==> config.mk <==
export PLATFORM = sky130hd
export DESIGN_NAME = uart_acia_fifo_registers
export DESIGN_NICKNAME = d
export VERILOG_FILES = /design/src/sv/acia_pkg.sv /design/src/sv/acia_ram.sv /design/src/sv/acia_front.sv /design/src/sv/acia_cmd_queue.sv /design/src/sv/acia_back.sv /design/src/sv/uart_acia_fifo_registers.sv
export SDC_FILE = /design/constraint.sdc
export NUM_CORES = 1
export LEC_CHECK = 0
export ABC_AREA = 1
export BUFFER_PORTS_ARGS = -buffer_cell sky130_fd_sc_hd__buf_2
export CORE_MARGIN = 1.5
export CORE_UTILIZATION = 45
export DETAILED_ROUTE_END_ITERATION = 6
export GPL_TIMING_DRIVEN = 0
export HOLD_SLACK_MARGIN = 0.03
export PLACE_DENSITY = 0.63
export SYNTH_ARGS = -nofsm -noshare
export SYNTH_HDL_FRONTEND = slang
export SYNTH_SLANG_ARGS = --single-unit
==> constraint.sdc <==
create_clock -name aclk -period 6.2 [get_ports aclk]
set_clock_uncertainty 0.15 [all_clocks]
set_input_delay 0 -clock aclk [delete_from_list [all_inputs] [get_ports aclk]]
set_output_delay 0 -clock aclk [all_outputs]
set_load 0.05 [all_outputs]
==> src/sv/acia_pkg.sv <==
`timescale 1ns / 1ps
// ----------------------------------------------------------------------------
// ACIA serial port package
// Shared types, codes and constants of the serial port register block.
// ----------------------------------------------------------------------------
package acia_pkg;

    // Default ring depths; each ring holds one byte fewer than its depth.
    localparam int TX_DEPTH_DEF = 16;
    localparam int RX_DEPTH_DEF = 16;

    // Entries in the command queue between front end and back end.
    localparam int CMD_QUEUE_DEPTH = 4;

    // Item operations.
    typedef enum logic [1:0] {
        OP_BUS_READ  = 2'd0,
        OP_BUS_WRITE = 2'd1,
        OP_RECEIVE   = 2'd2,
        OP_DRAIN     = 2'd3
    } op_t;

    // Register offsets; offset 2 is unassigned.
    localparam logic [1:0] OFS_DATA       = 2'd0;
    localparam logic [1:0] OFS_STATUS     = 2'd1;
    localparam logic [1:0] OFS_UNASSIGNED = 2'd2;
    localparam logic [1:0] OFS_CONTROL    = 2'd3;

    // Status and control bit positions.
    localparam int STAT_RX_READY_BIT = 3;
    localparam int STAT_TX_READY_BIT = 4;
    localparam int CTL_TX_EN_BIT     = 0;
    localparam int CTL_RX_EN_BIT     = 1;

    // Result kinds.
    localparam logic KIND_READ = 1'b0;
    localparam logic KIND_TX   = 1'b1;

    typedef struct packed {
        logic [1:0] opcode;
        logic [1:0] reg_offset;
        logic [7:0] wdata;
    } in_item_t;

    typedef struct packed {
        logic       result_kind;
        logic [7:0] result_byte;
        logic       is_last;
    } out_item_t;

    // Classified commands handed from the front end to the back end.
    typedef enum logic [3:0] {
        CMD_RD_STATUS,
        CMD_RD_DATA,
        CMD_RD_CONTROL,
        CMD_RD_OTHER,
        CMD_WR_DATA,
        CMD_WR_CONTROL,
        CMD_RECEIVE,
        CMD_DRAIN
    } cmd_kind_t;

    typedef struct packed {
        cmd_kind_t  kind;
        logic [7:0] data;
    } cmd_t;

    typedef enum logic [1:0] {
        ST_IDLE,
        ST_RX_WAIT,
        ST_DRAIN_READ,
        ST_DRAIN_SEND
    } back_state_t;

    typedef struct packed {
        logic overrun;
        logic xmit_rdy;
        logic recv_rdy;
        logic tx_empty;
        logic rx_empty;
    } acia_status_t;

endpackage

==> src/sv/acia_ram.sv <==
`timescale 1ns / 1ps
// ----------------------------------------------------------------------------
// Generic RAM
// One write port and one read port with registered read data.
// ----------------------------------------------------------------------------
module acia_ram #(
    parameter int WIDTH = 8,
    parameter int DEPTH = 16
) (
    input  logic                     aclk,
    input  logic                     wr_en,
    input  logic [$clog2(DEPTH)-1:0] wr_addr,
    input  logic [WIDTH-1:0]         wr_data,
    input  logic                     rd_en,
    input  logic [$clog2(DEPTH)-1:0] rd_addr,
    output logic [WIDTH-1:0]         rd_data
);

    logic [WIDTH-1:0] mem [DEPTH];
    logic [WIDTH-1:0] rd_data_reg;

    always_ff @(posedge aclk) begin
        if (wr_en) begin
            mem[wr_addr] <= wr_data;
        end
        if (rd_en) begin
            rd_data_reg <= mem[rd_addr];
        end
    end

    assign rd_data = rd_data_reg;

endmodule

==> src/sv/acia_front.sv <==
`timescale 1ns / 1ps
// ----------------------------------------------------------------------------
// ACIA front end
// Accepts items, decodes opcode and offset into commands and registers them.
// ----------------------------------------------------------------------------
module acia_front
    import acia_pkg::*;
(
    input  logic     aclk,
    input  logic     aresetn,
    input  logic     s_valid,
    output logic     s_ready,
    input  in_item_t s_item,
    output logic     cmd_valid,
    input  logic     cmd_ready,
    output cmd_t     cmd
);

    logic      cmd_valid_reg;
    logic      cmd_valid_next;
    cmd_t      cmd_reg;
    cmd_t      cmd_next;
    logic      keep;
    logic      accept;

    assign s_ready = !cmd_valid_reg || cmd_ready;
    assign accept  = s_valid && s_ready;

    always_comb begin
        keep          = 1'b1;
        cmd_next.data = s_item.wdata;
        cmd_next.kind = CMD_DRAIN;
        case (op_t'(s_item.opcode))
            OP_BUS_READ: begin
                case (s_item.reg_offset)
                    OFS_DATA:    cmd_next.kind = CMD_RD_DATA;
                    OFS_STATUS:  cmd_next.kind = CMD_RD_STATUS;
                    OFS_CONTROL: cmd_next.kind = CMD_RD_CONTROL;
                    default:     cmd_next.kind = CMD_RD_OTHER;
                endcase
            end
            OP_BUS_WRITE: begin
                // Writes to the status register or the unassigned offset do nothing.
                case (s_item.reg_offset)
                    OFS_DATA:    cmd_next.kind = CMD_WR_DATA;
                    OFS_CONTROL: cmd_next.kind = CMD_WR_CONTROL;
                    default:     keep = 1'b0;
                endcase
            end
            OP_RECEIVE: cmd_next.kind = CMD_RECEIVE;
            OP_DRAIN:   cmd_next.kind = CMD_DRAIN;
            default:    keep = 1'b0;
        endcase
    end

    assign cmd_valid_next = accept ? keep : (cmd_valid_reg && !cmd_ready);

    always_ff @(posedge aclk) begin
        if (!aresetn) begin
            cmd_valid_reg <= 1'b0;
        end else begin
            cmd_valid_reg <= cmd_valid_next;
        end
    end

    always_ff @(posedge aclk) begin
        if (accept) begin
            cmd_reg <= cmd_next;
        end
    end

    assign cmd_valid = cmd_valid_reg;
    assign cmd       = cmd_reg;

endmodule

==> src/sv/acia_cmd_queue.sv <==
`timescale 1ns / 1ps
// ----------------------------------------------------------------------------
// ACIA command queue
// Small first-in first-out queue of commands between front and back end.
// ----------------------------------------------------------------------------
module acia_cmd_queue
    import acia_pkg::*;
(
    input  logic aclk,
    input  logic aresetn,
    input  logic in_valid,
    output logic in_ready,
    input  cmd_t in_cmd,
    output logic out_valid,
    input  logic out_ready,
    output cmd_t out_cmd
);

    localparam int PTR_W = $clog2(CMD_QUEUE_DEPTH);
    localparam int CNT_W = $clog2(CMD_QUEUE_DEPTH + 1);
    localparam logic [PTR_W-1:0] PTR_LAST = PTR_W'(CMD_QUEUE_DEPTH - 1);
    localparam logic [CNT_W-1:0] CNT_FULL = CNT_W'(CMD_QUEUE_DEPTH);

    cmd_t             entry_reg [CMD_QUEUE_DEPTH];
    logic [PTR_W-1:0] wr_ptr_reg;
    logic [PTR_W-1:0] wr_ptr_next;
    logic [PTR_W-1:0] rd_ptr_reg;
    logic [PTR_W-1:0] rd_ptr_next;
    logic [CNT_W-1:0] count_reg;
    logic [CNT_W-1:0] count_next;
    logic             push;
    logic             pop;

    assign in_ready  = (count_reg != CNT_FULL);
    assign out_valid = (count_reg != '0);
    assign out_cmd   = entry_reg[rd_ptr_reg];
    assign push      = in_valid && in_ready;
    assign pop       = out_valid && out_ready;

    always_comb begin
        wr_ptr_next = wr_ptr_reg;
        rd_ptr_next = rd_ptr_reg;
        count_next  = count_reg;
        if (push) begin
            wr_ptr_next = (wr_ptr_reg == PTR_LAST) ? '0 : wr_ptr_reg + 1'b1;
        end
        if (pop) begin
            rd_ptr_next = (rd_ptr_reg == PTR_LAST) ? '0 : rd_ptr_reg + 1'b1;
        end
        if (push && !pop) begin
            count_next = count_reg + 1'b1;
        end else if (pop && !push) begin
            count_next = count_reg - 1'b1;
        end
    end

    always_ff @(posedge aclk) begin
        if (!aresetn) begin
            wr_ptr_reg <= '0;
            rd_ptr_reg <= '0;
            count_reg  <= '0;
        end else begin
            wr_ptr_reg <= wr_ptr_next;
            rd_ptr_reg <= rd_ptr_next;
            count_reg  <= count_next;
        end
    end

    always_ff @(posedge aclk) begin
        if (push) begin
            entry_reg[wr_ptr_reg] <= in_cmd;
        end
    end

endmodule

==> src/sv/acia_back.sv <==
`timescale 1ns / 1ps
// ----------------------------------------------------------------------------
// ACIA back end
// Executes commands against the rings and registers, drives the result port.
// ----------------------------------------------------------------------------
module acia_back
    import acia_pkg::*;
#(
    parameter int TX_DEPTH = TX_DEPTH_DEF,
    parameter int RX_DEPTH = RX_DEPTH_DEF
) (
    input  logic         aclk,
    input  logic         aresetn,
    input  logic         cmd_valid,
    output logic         cmd_ready,
    input  cmd_t         cmd,
    output logic         m_valid,
    input  logic         m_ready,
    output out_item_t    m_item,
    output acia_status_t status
);

    localparam int TX_PTR_W = $clog2(TX_DEPTH);
    localparam int RX_PTR_W = $clog2(RX_DEPTH);
    localparam logic [TX_PTR_W-1:0] TX_LAST = TX_PTR_W'(TX_DEPTH - 1);
    localparam logic [RX_PTR_W-1:0] RX_LAST = RX_PTR_W'(RX_DEPTH - 1);

    back_state_t         state_reg;
    back_state_t         state_next;
    logic [TX_PTR_W-1:0] tx_wr_ptr_reg;
    logic [TX_PTR_W-1:0] tx_wr_ptr_next;
    logic [TX_PTR_W-1:0] tx_rd_ptr_reg;
    logic [TX_PTR_W-1:0] tx_rd_ptr_next;
    logic [RX_PTR_W-1:0] rx_wr_ptr_reg;
    logic [RX_PTR_W-1:0] rx_wr_ptr_next;
    logic [RX_PTR_W-1:0] rx_rd_ptr_reg;
    logic [RX_PTR_W-1:0] rx_rd_ptr_next;
    logic                xmit_rdy_reg;
    logic                xmit_rdy_next;
    logic                recv_rdy_reg;
    logic                recv_rdy_next;
    logic                overrun_reg;
    logic                overrun_next;
    logic [7:0]          ctrl_byte_reg;
    logic [7:0]          ctrl_byte_next;
    logic                last_reg;
    logic                last_next;
    logic                m_valid_reg;
    logic                m_valid_next;
    out_item_t           m_item_reg;
    out_item_t           m_item_next;

    logic [TX_PTR_W-1:0] tx_wr_inc;
    logic [TX_PTR_W-1:0] tx_rd_inc;
    logic [RX_PTR_W-1:0] rx_wr_inc;
    logic [RX_PTR_W-1:0] rx_rd_inc;
    logic                tx_empty;
    logic                tx_full;
    logic                rx_empty;
    logic                rx_full;
    logic                tx_en;
    logic                rx_en;
    logic                out_free;
    logic                is_read;
    logic                take;
    logic [7:0]          status_byte;

    logic                tx_wr_en;
    logic                tx_rd_en;
    logic                rx_wr_en;
    logic                rx_rd_en;
    logic [7:0]          tx_rd_data;
    logic [7:0]          rx_rd_data;

    acia_ram #(
        .WIDTH (8),
        .DEPTH (TX_DEPTH)
    ) u_tx_ram (
        .aclk    (aclk),
        .wr_en   (tx_wr_en),
        .wr_addr (tx_wr_ptr_reg),
        .wr_data (cmd.data),
        .rd_en   (tx_rd_en),
        .rd_addr (tx_rd_ptr_reg),
        .rd_data (tx_rd_data)
    );

    acia_ram #(
        .WIDTH (8),
        .DEPTH (RX_DEPTH)
    ) u_rx_ram (
        .aclk    (aclk),
        .wr_en   (rx_wr_en),
        .wr_addr (rx_wr_ptr_reg),
        .wr_data (cmd.data),
        .rd_en   (rx_rd_en),
        .rd_addr (rx_rd_ptr_reg),
        .rd_data (rx_rd_data)
    );

    assign tx_wr_inc = (tx_wr_ptr_reg == TX_LAST) ? '0 : tx_wr_ptr_reg + 1'b1;
    assign tx_rd_inc = (tx_rd_ptr_reg == TX_LAST) ? '0 : tx_rd_ptr_reg + 1'b1;
    assign rx_wr_inc = (rx_wr_ptr_reg == RX_LAST) ? '0 : rx_wr_ptr_reg + 1'b1;
    assign rx_rd_inc = (rx_rd_ptr_reg == RX_LAST) ? '0 : rx_rd_ptr_reg + 1'b1;
    assign tx_empty  = (tx_wr_ptr_reg == tx_rd_ptr_reg);
    assign tx_full   = (tx_wr_inc == tx_rd_ptr_reg);
    assign rx_empty  = (rx_wr_ptr_reg == rx_rd_ptr_reg);
    assign rx_full   = (rx_wr_inc == rx_rd_ptr_reg);
    assign tx_en     = ctrl_byte_reg[CTL_TX_EN_BIT];
    assign rx_en     = ctrl_byte_reg[CTL_RX_EN_BIT];
    assign out_free  = !m_valid_reg || m_ready;

    // Register reads that answer at once need a free output slot before they are taken.
    assign is_read   = cmd.kind inside {CMD_RD_STATUS, CMD_RD_CONTROL, CMD_RD_OTHER,
                                        CMD_RD_DATA};
    assign take      = (state_reg == ST_IDLE) && cmd_valid && (!is_read || out_free);
    assign cmd_ready = take;

    always_comb begin
        status_byte                    = '0;
        status_byte[STAT_TX_READY_BIT] = xmit_rdy_reg;
        status_byte[STAT_RX_READY_BIT] = recv_rdy_reg;
    end

    // Next state
    always_comb begin
        state_next = state_reg;
        case (state_reg)
            ST_IDLE: begin
                if (take) begin
                    if (cmd.kind == CMD_RD_DATA && recv_rdy_reg) begin
                        state_next = ST_RX_WAIT;
                    end else if (cmd.kind == CMD_DRAIN && tx_en && !xmit_rdy_reg
                                 && !tx_empty) begin
                        state_next = ST_DRAIN_READ;
                    end
                end
            end
            ST_RX_WAIT: begin
                if (out_free) begin
                    state_next = ST_IDLE;
                end
            end
            ST_DRAIN_READ: begin
                state_next = ST_DRAIN_SEND;
            end
            ST_DRAIN_SEND: begin
                if (out_free) begin
                    state_next = last_reg ? ST_IDLE : ST_DRAIN_READ;
                end
            end
            default: begin
                state_next = ST_IDLE;
            end
        endcase
    end

    // Datapath and outputs
    always_comb begin
        tx_wr_ptr_next = tx_wr_ptr_reg;
        tx_rd_ptr_next = tx_rd_ptr_reg;
        rx_wr_ptr_next = rx_wr_ptr_reg;
        rx_rd_ptr_next = rx_rd_ptr_reg;
        xmit_rdy_next  = xmit_rdy_reg;
        recv_rdy_next  = recv_rdy_reg;
        overrun_next   = overrun_reg;
        ctrl_byte_next = ctrl_byte_reg;
        last_next      = last_reg;
        m_valid_next   = m_valid_reg && !m_ready;
        m_item_next    = m_item_reg;
        tx_wr_en       = 1'b0;
        tx_rd_en       = 1'b0;
        rx_wr_en       = 1'b0;
        rx_rd_en       = 1'b0;
        case (state_reg)
            ST_IDLE: begin
                if (take) begin
                    case (cmd.kind)
                        CMD_RD_STATUS: begin
                            m_valid_next = 1'b1;
                            m_item_next  = '{KIND_READ, status_byte, 1'b1};
                        end
                        CMD_RD_CONTROL: begin
                            m_valid_next = 1'b1;
                            m_item_next  = '{KIND_READ, ctrl_byte_reg, 1'b1};
                        end
                        CMD_RD_OTHER: begin
                            m_valid_next = 1'b1;
                            m_item_next  = '{KIND_READ, 8'h00, 1'b1};
                        end
                        CMD_RD_DATA: begin
                            if (recv_rdy_reg) begin
                                rx_rd_en       = 1'b1;
                                rx_rd_ptr_next = rx_rd_inc;
                                if (rx_rd_inc == rx_wr_ptr_reg) begin
                                    recv_rdy_next = 1'b0;
                                end
                            end else begin
                                m_valid_next = 1'b1;
                                m_item_next  = '{KIND_READ, 8'h00, 1'b1};
                            end
                        end
                        CMD_WR_DATA: begin
                            if (tx_en) begin
                                if (!tx_full) begin
                                    tx_wr_en       = 1'b1;
                                    tx_wr_ptr_next = tx_wr_inc;
                                    xmit_rdy_next  = 1'b0;
                                end else begin
                                    overrun_next = 1'b1;
                                end
                            end
                        end
                        CMD_WR_CONTROL: begin
                            ctrl_byte_next = cmd.data;
                            xmit_rdy_next  = cmd.data[CTL_TX_EN_BIT] && tx_empty;
                            recv_rdy_next  = cmd.data[CTL_RX_EN_BIT] && !rx_empty;
                        end
                        CMD_RECEIVE: begin
                            // A received byte is stored even with the receiver disabled.
                            if (rx_full) begin
                                overrun_next = 1'b1;
                            end else begin
                                rx_wr_en       = 1'b1;
                                rx_wr_ptr_next = rx_wr_inc;
                                recv_rdy_next  = 1'b1;
                            end
                        end
                        default: begin
                        end
                    endcase
                end
            end
            ST_RX_WAIT: begin
                if (out_free) begin
                    m_valid_next = 1'b1;
                    m_item_next  = '{KIND_READ, rx_rd_data, 1'b1};
                end
            end
            ST_DRAIN_READ: begin
                tx_rd_en       = 1'b1;
                tx_rd_ptr_next = tx_rd_inc;
                last_next      = (tx_rd_inc == tx_wr_ptr_reg);
            end
            ST_DRAIN_SEND: begin
                if (out_free) begin
                    m_valid_next = 1'b1;
                    m_item_next  = '{KIND_TX, tx_rd_data, last_reg};
                    if (last_reg) begin
                        xmit_rdy_next = 1'b1;
                    end
                end
            end
            default: begin
            end
        endcase
    end

    always_ff @(posedge aclk) begin
        if (!aresetn) begin
            state_reg     <= ST_IDLE;
            tx_wr_ptr_reg <= '0;
            tx_rd_ptr_reg <= '0;
            rx_wr_ptr_reg <= '0;
            rx_rd_ptr_reg <= '0;
            xmit_rdy_reg  <= 1'b1;
            recv_rdy_reg  <= 1'b0;
            overrun_reg   <= 1'b0;
            ctrl_byte_reg <= '0;
            last_reg      <= 1'b0;
            m_valid_reg   <= 1'b0;
        end else begin
            state_reg     <= state_next;
            tx_wr_ptr_reg <= tx_wr_ptr_next;
            tx_rd_ptr_reg <= tx_rd_ptr_next;
            rx_wr_ptr_reg <= rx_wr_ptr_next;
            rx_rd_ptr_reg <= rx_rd_ptr_next;
            xmit_rdy_reg  <= xmit_rdy_next;
            recv_rdy_reg  <= recv_rdy_next;
            overrun_reg   <= overrun_next;
            ctrl_byte_reg <= ctrl_byte_next;
            last_reg      <= last_next;
            m_valid_reg   <= m_valid_next;
        end
    end

    always_ff @(posedge aclk) begin
        m_item_reg <= m_item_next;
    end

    assign m_valid         = m_valid_reg;
    assign m_item          = m_item_reg;
    assign status.overrun  = overrun_reg;
    assign status.xmit_rdy = xmit_rdy_reg;
    assign status.recv_rdy = recv_rdy_reg;
    assign status.tx_empty = tx_empty;
    assign status.rx_empty = rx_empty;

endmodule

==> src/sv/uart_acia_fifo_registers.sv <==
`timescale 1ns / 1ps
// ----------------------------------------------------------------------------
// UART ACIA register block with TX and RX ring buffers
// Top level: front end decoder, command queue and execution back end.
// ----------------------------------------------------------------------------
// Each item is a bus read, a bus write, a received byte or a transmit drain
// tick. The front end registers and decodes items into a four-entry command
// queue, so items keep being accepted while the back end works or the result
// port stalls, until the queue fills. While idle, the back end takes one
// command per cycle for bus writes, received bytes and status or control
// reads (reads only while the result port is free); a data read with a byte
// waiting passes a wait state, as the RX ring sits in a RAM with registered
// read data. Likewise a drain tick sends each queued TX byte through a read
// and a send state. Each ring holds one byte fewer than its depth.
module uart_acia_fifo_registers
    import acia_pkg::*;
#(
    parameter int TX_DEPTH = TX_DEPTH_DEF,
    parameter int RX_DEPTH = RX_DEPTH_DEF
) (
    input  logic      aclk,
    input  logic      aresetn,
    input  logic      s_valid,
    output logic      s_ready,
    input  in_item_t  s_item,
    output logic      m_valid,
    input  logic      m_ready,
    output out_item_t m_item
);

    logic         front_valid;
    logic         front_ready;
    cmd_t         front_cmd;
    logic         queue_valid;
    logic         queue_ready;
    cmd_t         queue_cmd;
    acia_status_t status;

    acia_front u_front (
        .aclk      (aclk),
        .aresetn   (aresetn),
        .s_valid   (s_valid),
        .s_ready   (s_ready),
        .s_item    (s_item),
        .cmd_valid (front_valid),
        .cmd_ready (front_ready),
        .cmd       (front_cmd)
    );

    acia_cmd_queue u_queue (
        .aclk      (aclk),
        .aresetn   (aresetn),
        .in_valid  (front_valid),
        .in_ready  (front_ready),
        .in_cmd    (front_cmd),
        .out_valid (queue_valid),
        .out_ready (queue_ready),
        .out_cmd   (queue_cmd)
    );

    acia_back #(
        .TX_DEPTH (TX_DEPTH),
        .RX_DEPTH (RX_DEPTH)
    ) u_back (
        .aclk      (aclk),
        .aresetn   (aresetn),
        .cmd_valid (queue_valid),
        .cmd_ready (queue_ready),
        .cmd       (queue_cmd),
        .m_valid   (m_valid),
        .m_ready   (m_ready),
        .m_item    (m_item),
        .status    (status)
    );

`ifndef SYNTHESIS
    // Overrun is sticky until reset.
    assert property (@(posedge aclk) disable iff (!aresetn)
        status.overrun |=> status.overrun)
        else $error("overrun flag cleared without reset");

    // Receive ready is only ever set while the RX ring holds a byte.
    assert property (@(posedge aclk) disable iff (!aresetn)
        status.recv_rdy |-> !status.rx_empty)
        else $error("receive ready with empty RX ring");

    // Transmit ready means nothing is left queued for transmission.
    assert property (@(posedge aclk) disable iff (!aresetn)
        status.xmit_rdy |-> status.tx_empty)
        else $error("transmit ready with bytes still queued");

    // A bus read produces exactly one result item, so every read result is marked last.
    assert property (@(posedge aclk) disable iff (!aresetn)
        (m_valid && (m_item.result_kind == KIND_READ)) |-> m_item.is_last)
        else $error("bus read result not marked last");
`endif

endmodule
==> results of run 1 <==
==> repair_timing <==
| item | CTS | global route |
|---|---|---|
| hold buffers | 27 | 0 |
| setup buffers | 0 | 0 |
| endpoints found under the hold margin | 46 | 0 |
==> worst max-delay path by stage <==
stage,start,end,slack [ns],cells after the start
floorplan,u_back.tx_wr_ptr_reg[0],u_back.u_tx_ram.mem[11][0],3.76,11
global placement,flip-flop,u_back.u_tx_ram.mem[3][2],1.72,4
detailed placement,u_back.tx_wr_ptr_reg[0],u_back.u_tx_ram.mem[1][3],3.20,11
CTS,u_back.tx_wr_ptr_reg[0],u_back.u_tx_ram.mem[1][3],3.21,11
global route,u_back.rx_wr_ptr_reg[1],u_back.u_rx_ram.mem[4][2],2.98,12
finish,u_back.tx_wr_ptr_reg[0],u_back.u_tx_ram.mem[1][3],3.21,11
==> stage by stage <==
stage          setup WS [ns]  utilization
2_1_floorplan           3.76            -
3_3_place_gp            1.72        0.475
3_5_place_dp            3.20        0.483
4_1_cts                 3.21        0.528
5_1_grt                 2.98        0.528
6_report                3.21        0.528
==> critical path, cell delays in order, from the launching register on <==
cell and delay [ns]:
dfxtp_1 0.48, inv_1 0.15, ha_1 0.36, xnor2_1 0.14, nand3_1 0.08, nor2_1 0.04
nand2_1 0.05, nand2_1 0.09, nor2_2 0.13, buf_6 0.18, nand2_4 0.08, nor2_1 0.66
==> routing by layer <==
metal | GRT usage | vias up | share of wire
met1 | 0.288 | 4957 | 0.44
li1 | - | 4814 | -
met5 | 0 | - | 0
met4 | 0.0745 | 0 | 0.029
met2 | 0.323 | 342 | 0.46
met3 | 0.0319 | 67 | 0.063
==> synthesized netlist by cell type, types with 2 or more instances <==
library cell | n | area (µm²)
a211oi_1 | 6 | 45.0
a211oi_2 | 3 | 37.5
a21oi_1 | 18 | 90.1
a22oi_1 | 2 | 15.0
buf_2 | 13 | 65.1
buf_6 | 3 | 33.8
clkbuf_1 | 43 | 161
clkbuf_2 | 2 | 10.0
clkinv_1 | 4 | 15.0
dfxtp_1 | 40 | 801
edfxtp_1 | 337 | 10100
ha_1 | 19 | 238
inv_1 | 59 | 221
inv_2 | 5 | 18.8
mux2i_1 | 28 | 280
nand2_1 | 163 | 612
nand2_2 | 6 | 37.5
nand2_4 | 5 | 56.3
nand3_1 | 60 | 300
nand3_2 | 2 | 20.0
nand4_1 | 6 | 37.5
nor2_1 | 233 | 875
nor2_2 | 3 | 18.8
nor2_4 | 2 | 22.5
nor3_1 | 2 | 10.0
nor3_2 | 3 | 30.0
o211ai_1 | 6 | 45.0
o21ai_0 | 106 | 531
o221ai_1 | 28 | 245
o22ai_1 | 9 | 56.3
o311ai_0 | 5 | 43.8
o32ai_1 | 36 | 315
xnor2_1 | 12 | 105
xor2_1 | 4 | 35.0
==> cells by family after synthesis <==
family / after synthesis
flip-flops: 377
adder cells (fa/ha/maj): 20
multiplexers: 28
AND/OR/NAND/NOR: 486
AO/OA/AOI/OAI: 222
XOR/XNOR: 16
buffers and inverters: 131
==> report_power, final <==
group / internal, mW / leakage, nW / switching [mW]
Combinational: 0.501 / 2.22 / 1.23
Sequential: 3.26 / 3.37 / 0.0682
Clock: 1.39 / 0.626 / 0.924
==> placed cells by master, fill, tap and decap left out, drive strengths merged, types with 3 or more instances in the layout <==
cell,netlist,final
nand4,6,6
nand2,174,174
dlygate4sd3,0,27
xnor2,12,12
o21ai,107,107
edfxtp,337,337
ha,19,19
mux2i,28,28
xor2,4,4
a211oi,9,9
o211ai,6,6
buf,18,52
clkinv,4,18
bufinv,0,3
a21oi,18,18
nand3,62,62
dfxtp,40,40
nor2,238,238
clkbuf,45,98
nor3,6,6
inv,64,64
o221ai,28,28
o311ai,5,5
o32ai,36,36
o22ai,9,9
==> cell type report <==
| type | count | area share |
|---|---|---|
| Inverter | 68 | 0.0141 |
| Multi-Input combinational cell | 772 | 0.234 |
| Tap cell | 455 | 0.0314 |
| Clock buffer | 53 | 0.0618 |
| Clock inverter | 17 | 0.00841 |
| Sequential cell | 377 | 0.602 |
| Buffer | 63 | 0.0155 |
| Timing Repair Buffer | 61 | 0.0329 |
==> impl_results.md, run 1 <==
- Endpoint class of the critical path: flip-flop
- Fmax: 334 MHz
- Max Cap Viol: 0
- Placed Area: 0.0166 mm²
- Mapped Cells: 1280
- Share of layout cells above drive strength 1: 0.102
- Worst Hold End: u_back.rx_rd_ptr_reg[3]
- Average vias per placed instance: 5.46
- Register bit count reported by yosys: 377
- Final instance area: 0.0182 mm²
- Mux cell area share after synthesis: 0.0179
- CTS H-tree depth: 2
- Relative slew margins: 0.240
- First-pass GRT wire length: 55800 µm
- Die Area: 0.0358 mm²
- Vias in the first global route: 10000
- Core ar.: 0.0344 mm²
- Worst Hold Launch: aresetn
- GRT Util Overall: 0.205
- Die H: 189 µm
- Reg clk slew, reported paths: 0.06 ns
- Placement Rows: 68
- XOR/XNOR share of the synthesized area: 0.00897
- Top FF cell, synth: edfxtp_1
- Yosys warning count: 0
- Synth Area in Adders: 0.0165
- Largest family of logic cells by synthesized area: simple AND/OR/NAND/NOR gates
- Number of diodes: 0
- CP required: 6.21 ns
- Avg Inst Size Synth: 12.2 µm²
- Routability cong.: 0.885
- Sum Neg Setup Slack: 0 ns
- Compound-Gate Fraction of Synth Area: 0.0925
- Hold Slack: 0.211 ns
- Leak: 6.22 nW
- Pin count of the biggest net entering global routing: 34
- RSZ-0062 raised after global routing: false
- Peak VDD IR: 0.000281 V
- Min Tclk post-route: 2.99 ns
- Setup-failing EPs final: 0
- Sequential share of the synthesized area: 0.699
- CTS Sinks: 377
- Synthesized Nets: 1316
- Post-synth cell types: 41
- Root Driver: clkbuf_16
- R2r startpoint: u_back.tx_wr_ptr_reg[0]
- Fillers: 2906
- R2R Setup Slk: 3.21 ns
- Final hold violation count: 0
- Worst R2R End: u_back.u_tx_ram.mem[1][3]
- Clock Tree Buf Depth: 3
- EDFF count, synth: 337
- DR WL/cell: 19.1 µm
- CTS tree: done
- Hold Path Class: in2reg
- Gr ovfl total: 0
- Layout Cells excl Fill: 1866
- CTS buffer count: 39
- Placed cell count: 1769
- Worst EP arrival: 3.00 ns
- Die Wd: 189 µm
- Initial antenna violation count: 0
- Slew Viols, Final: 0
- Cell area after synthesis: 0.0156 mm²
- Area growth syn-to-layout: 16.2%
- Async SR Flop Fraction: 0
- Starting density of the core: 0.454
- Port Buf Inserts: 27
- Area occupied by registers: 0.0109 mm²
- Post-Synth Simple-Gate Area: 0.130
- Detailed Route Iter0 Violations: 1207
- Final ANT Viol Nets: 0
- Critical path peak fanout: 10
- Tightest Pin Transition: 1.14 ns
- Fin crit share: 0.482
- Power Total: 7.37 mW
- Setup CP Type: reg2reg
- Post-route DRC: 0
- PwrDens: 406 mW/mm²
- Drt total wl: 35700 µm
- Hold depth: 4
- I/O pin count: 28
- Cts repair resizes: 0
- Final nets: 1418
- Crit path launch type: flip-flop
- Multi-input logic area: 0.00426 mm²
- Outcome: complete, no violations
- Clock Latency Late Sink: 0.54 ns
- Reg2reg path depth: 11
- DRT Pass-1 Iters: 5
- DR vias: 10200
- HPWL after DPL: 23900 µm
(Power assumes the default switching activity.)
==> inputs of run 2 (changes only) <==
ABC_AREA = 0   (was 1)
PLACE_DENSITY = 0.66   (was 0.63)
clock period = 2.7 ns   (was 6.2 ns; I/O delays follow)
==> run 2 against run 1 <==
  * The flow now finishes with violations (setup timing)
  * Hold slack got worse by 0.13 ns
  * Final area increased by 1.3%
  * Register-to-register slack got worse by 3.2 ns
  * Worst setup slack got worse by 3.2 ns
  * Core utilization is 2.3 points higher
  * First-iteration DRC count decreased by 46%
  * Sequential power is 120% higher
  * Wire length fell by 12%
  * Clock-buffer cell count fell by 1
  * Sequential share of layout area is 0.69 points lower
  * Synthesized cell count down 38%
  * Critical endpoint is now u_back.u_rx_ram.mem[6][5]
  * Largest power group unchanged
==> impl_results.md, run 2 <==
- Pre-CTS WS: -0.851 ns
- Setup-failing EPs final: 6
- Placement Rows: 67
- Setup CP Type: reg2reg
- Hold Slack: 0.0836 ns
- Min Tclk post-route: 2.72 ns
- Gr ovfl total: 0
- Count leader, synth: edfxtp_1
- EDFF count, synth: 337
- Final ANT Viol Nets: 0
- Clock Tree Buf Depth: 3
- CP required: 2.80 ns
- Compound-Gate Fraction of Synth Area: 0.0260
- DRT Pass-1 Iters: 5
- Fmax: 368 MHz
- I/O pin count: 28
- Crit path launch type: flip-flop
- Relative slew margins: 0.0980
- Fillers: 2576
- Critical Path Source: u_back.rx_wr_ptr_reg[3]
- XOR/XNOR share of the synthesized area: 0.0156
- Register bit count reported by yosys: 377
- Slowest-stage cell, CP: a2111oi_4
- Slew Viols, Final: 0
- Die Area: 0.0349 mm²
- Final nets: 976
- Sequential share of the synthesized area: 0.719
- CP dominant cell by count: buf_6
- Area growth syn-to-layout: 21.1%
- CP peak stage delay: 0.35 ns
- CTS tree: done
- Peak VDD IR: 0.000477 V
- Max Cap Viol: 0
- Final hold violation count: 0
- Crit-path cells: buf_6 -> and4b_1 -> a311oi_2 -> xor2_1 -> a2111oi_4 -> buf_4 -> buf_8 -> nand2_8 -> nor3b_4 -> buf_6
- Leak: 5.92 nW
- Violated checks: setup timing
- CTS buffer count: 39
- Initial antenna violation count: 0
- Synth area leaders: edfxtp_1, mux4_2, dfxtp_1
- Top-area cell type share of the netlist area: 0.666
- RSZ-0062 raised after global routing: true
- Endpoint class of the critical path: flip-flop
- Drt total wl: 31500 µm
- Average vias per placed instance: 5.52
- Worst EP arrival: 2.82 ns
- Top FF cell, synth: edfxtp_1
- HPWL after DPL: 19300 µm
- Post-route DRC: 0
- Mux cell area share after synthesis: 0.158
- Area occupied by registers: 0.0109 mm²
- Sum Neg Setup Slack: -0.0642 ns
- Post-synth cell types: 60
- Synthesized Nets: 836
- Top cells by count, synth: edfxtp_1, mux4_2, nor2_1, dfxtp_1, nand2_1
- Fin crit share: 1.01
- Avg Inst Size Synth: 19.0 µm²
- Worst Hold Launch: s_item[8]
- Mapped Cells: 800
- CTS Sinks: 377
- Commonest cells after routing, fill and taps aside: edfxtp_1, mux4_2, clkbuf_16
- Critical path peak fanout: 6
- DR WL/cell: 22.2 µm
- Placed Area: 0.0160 mm²
- Routability cong.: 0.789
- Tightest Pin Transition: 1.35 ns
- Die H: 187 µm
- Clock Latency Late Sink: 0.54 ns
- Starting density of the core: 0.455
- Post-Synth Simple-Gate Area: 0.0492
- CTS H-tree depth: 2
- Synth area leader: edfxtp_1
- Multi-input logic area: 0.00440 mm²
- Largest family of logic cells by synthesized area: multiplexers
- Die Wd: 187 µm
- Async SR Flop Fraction: 0
- Port Buf Inserts: 27
- Core ar.: 0.0334 mm²
- Yosys warning count: 0
- Synth Area in Adders: 0.0170
- Pin count of the biggest net entering global routing: 35
- First-pass GRT wire length: 48200 µm
- Share of layout cells above drive strength 1: 0.322
- Hold Path Class: in2reg
- Commonest non-fill, non-tap cell in the layout: edfxtp_1
- Vias in the first global route: 7856
- Reg clk slew, reported paths: 0.06 ns
- Setup ws final: -0.0161 ns
- DR vias: 7835
- Final instance area: 0.0184 mm²
- Root Driver: clkbuf_16
- Cell area after synthesis: 0.0152 mm²
- Detailed Route Iter0 Violations: 650
- R2r startpoint: u_back.rx_wr_ptr_reg[3]
- PwrDens: 821 mW/mm²
- Number of diodes: 0
- Outcome: complete, but fails checks
- GRT Util Overall: 0.184
[run 2: cell types whose count changed after synthesis, sizes merged, moves of 36 or more]
cell,change
nor2,-193
nand2,-147
o21ai,-103
mux4,+91
nand3,-56
inv,-50
o32ai,-36
[run 2: metal layers]
| metal | track usage | routed length [µm] | vias up |
|---|---|---|---|
| met5 | 0 | 0 | - |
| met4 | 0.0568 | 768 | 0 |
| met3 | 0.0301 | 2160 | 56 |
| met2 | 0.288 | 15000 | 271 |
| met1 | 0.268 | 13500 | 4006 |
| li1 | - | - | 3502 |
[run 2: kinds of logic after synthesis]
logic type	after synthesis
AOI/OAI and AO/OA	52
xor gates and xnor gates	27
adders and majority gates	20
buffers and inverters	55
DFF	377
muxes	122
and+or+nand+nor	147
[run 2: stage by stage]
| step | util | total power, mW | cells |
|---|---|---|---|
| floorplan | - | 8.82 | 800 |
| finish | 0.551 | 15.1 | 1419 |
| global route | 0.551 | 15.7 | 1419 |
| global placement | 0.479 | 9.54 | 1275 |
| detailed placement | 0.480 | 9.63 | 1275 |
| CTS | 0.544 | 15.2 | 1407 |
[run 2: worst paths after layout]
kind / to / slack, ns / cells after the start
max: u_back.u_rx_ram.mem[6][5] / -0.02 / 10
min: u_front.cmd[8] / 0.08 / 7
max reg2reg: u_back.u_rx_ram.mem[6][5] / -0.02 / 10
min reg2reg: u_queue.entry_reg[3][8] / 0.34 / 0
[run 2: report_power, final]
part           total (mW)  internal, mW  leakage [nW]  switching, mW
combinational        2.47         0.784          1.94           1.69
clock                5.29          3.13         0.609           2.16
sequential           7.33          7.18          3.37          0.148
[run 2: repair_timing]
item | CTS | global route
hold buffers | 26 | 0
endpoints found under the hold margin | 32 | 0
buffers inserted | 36 | 12
endpoints found under the setup margin | 297 | 242
pin swaps | 21 | 16
gates resized for setup | 63 | 36
[run 2: layout make-up]
cell class / instances / area share
flip-flops and latches: 377 / 0.595
multi-input cells: 368 / 0.239
clock buffers: 52 / 0.0569
plain buffers: 38 / 0.0125
well taps: 448 / 0.0305
inverters: 15 / 0.00306
repair buffers: 101 / 0.0514
clock inverters: 20 / 0.0120
[run 2: worst max-delay path: cells and delay by family (launching register included)]
kind,cells,cell delay (ns)
flops,1,0.32
xor+xnor,1,0.16
buf+inv,4,0.61
compound gates,2,0.69
simple gates,3,0.51
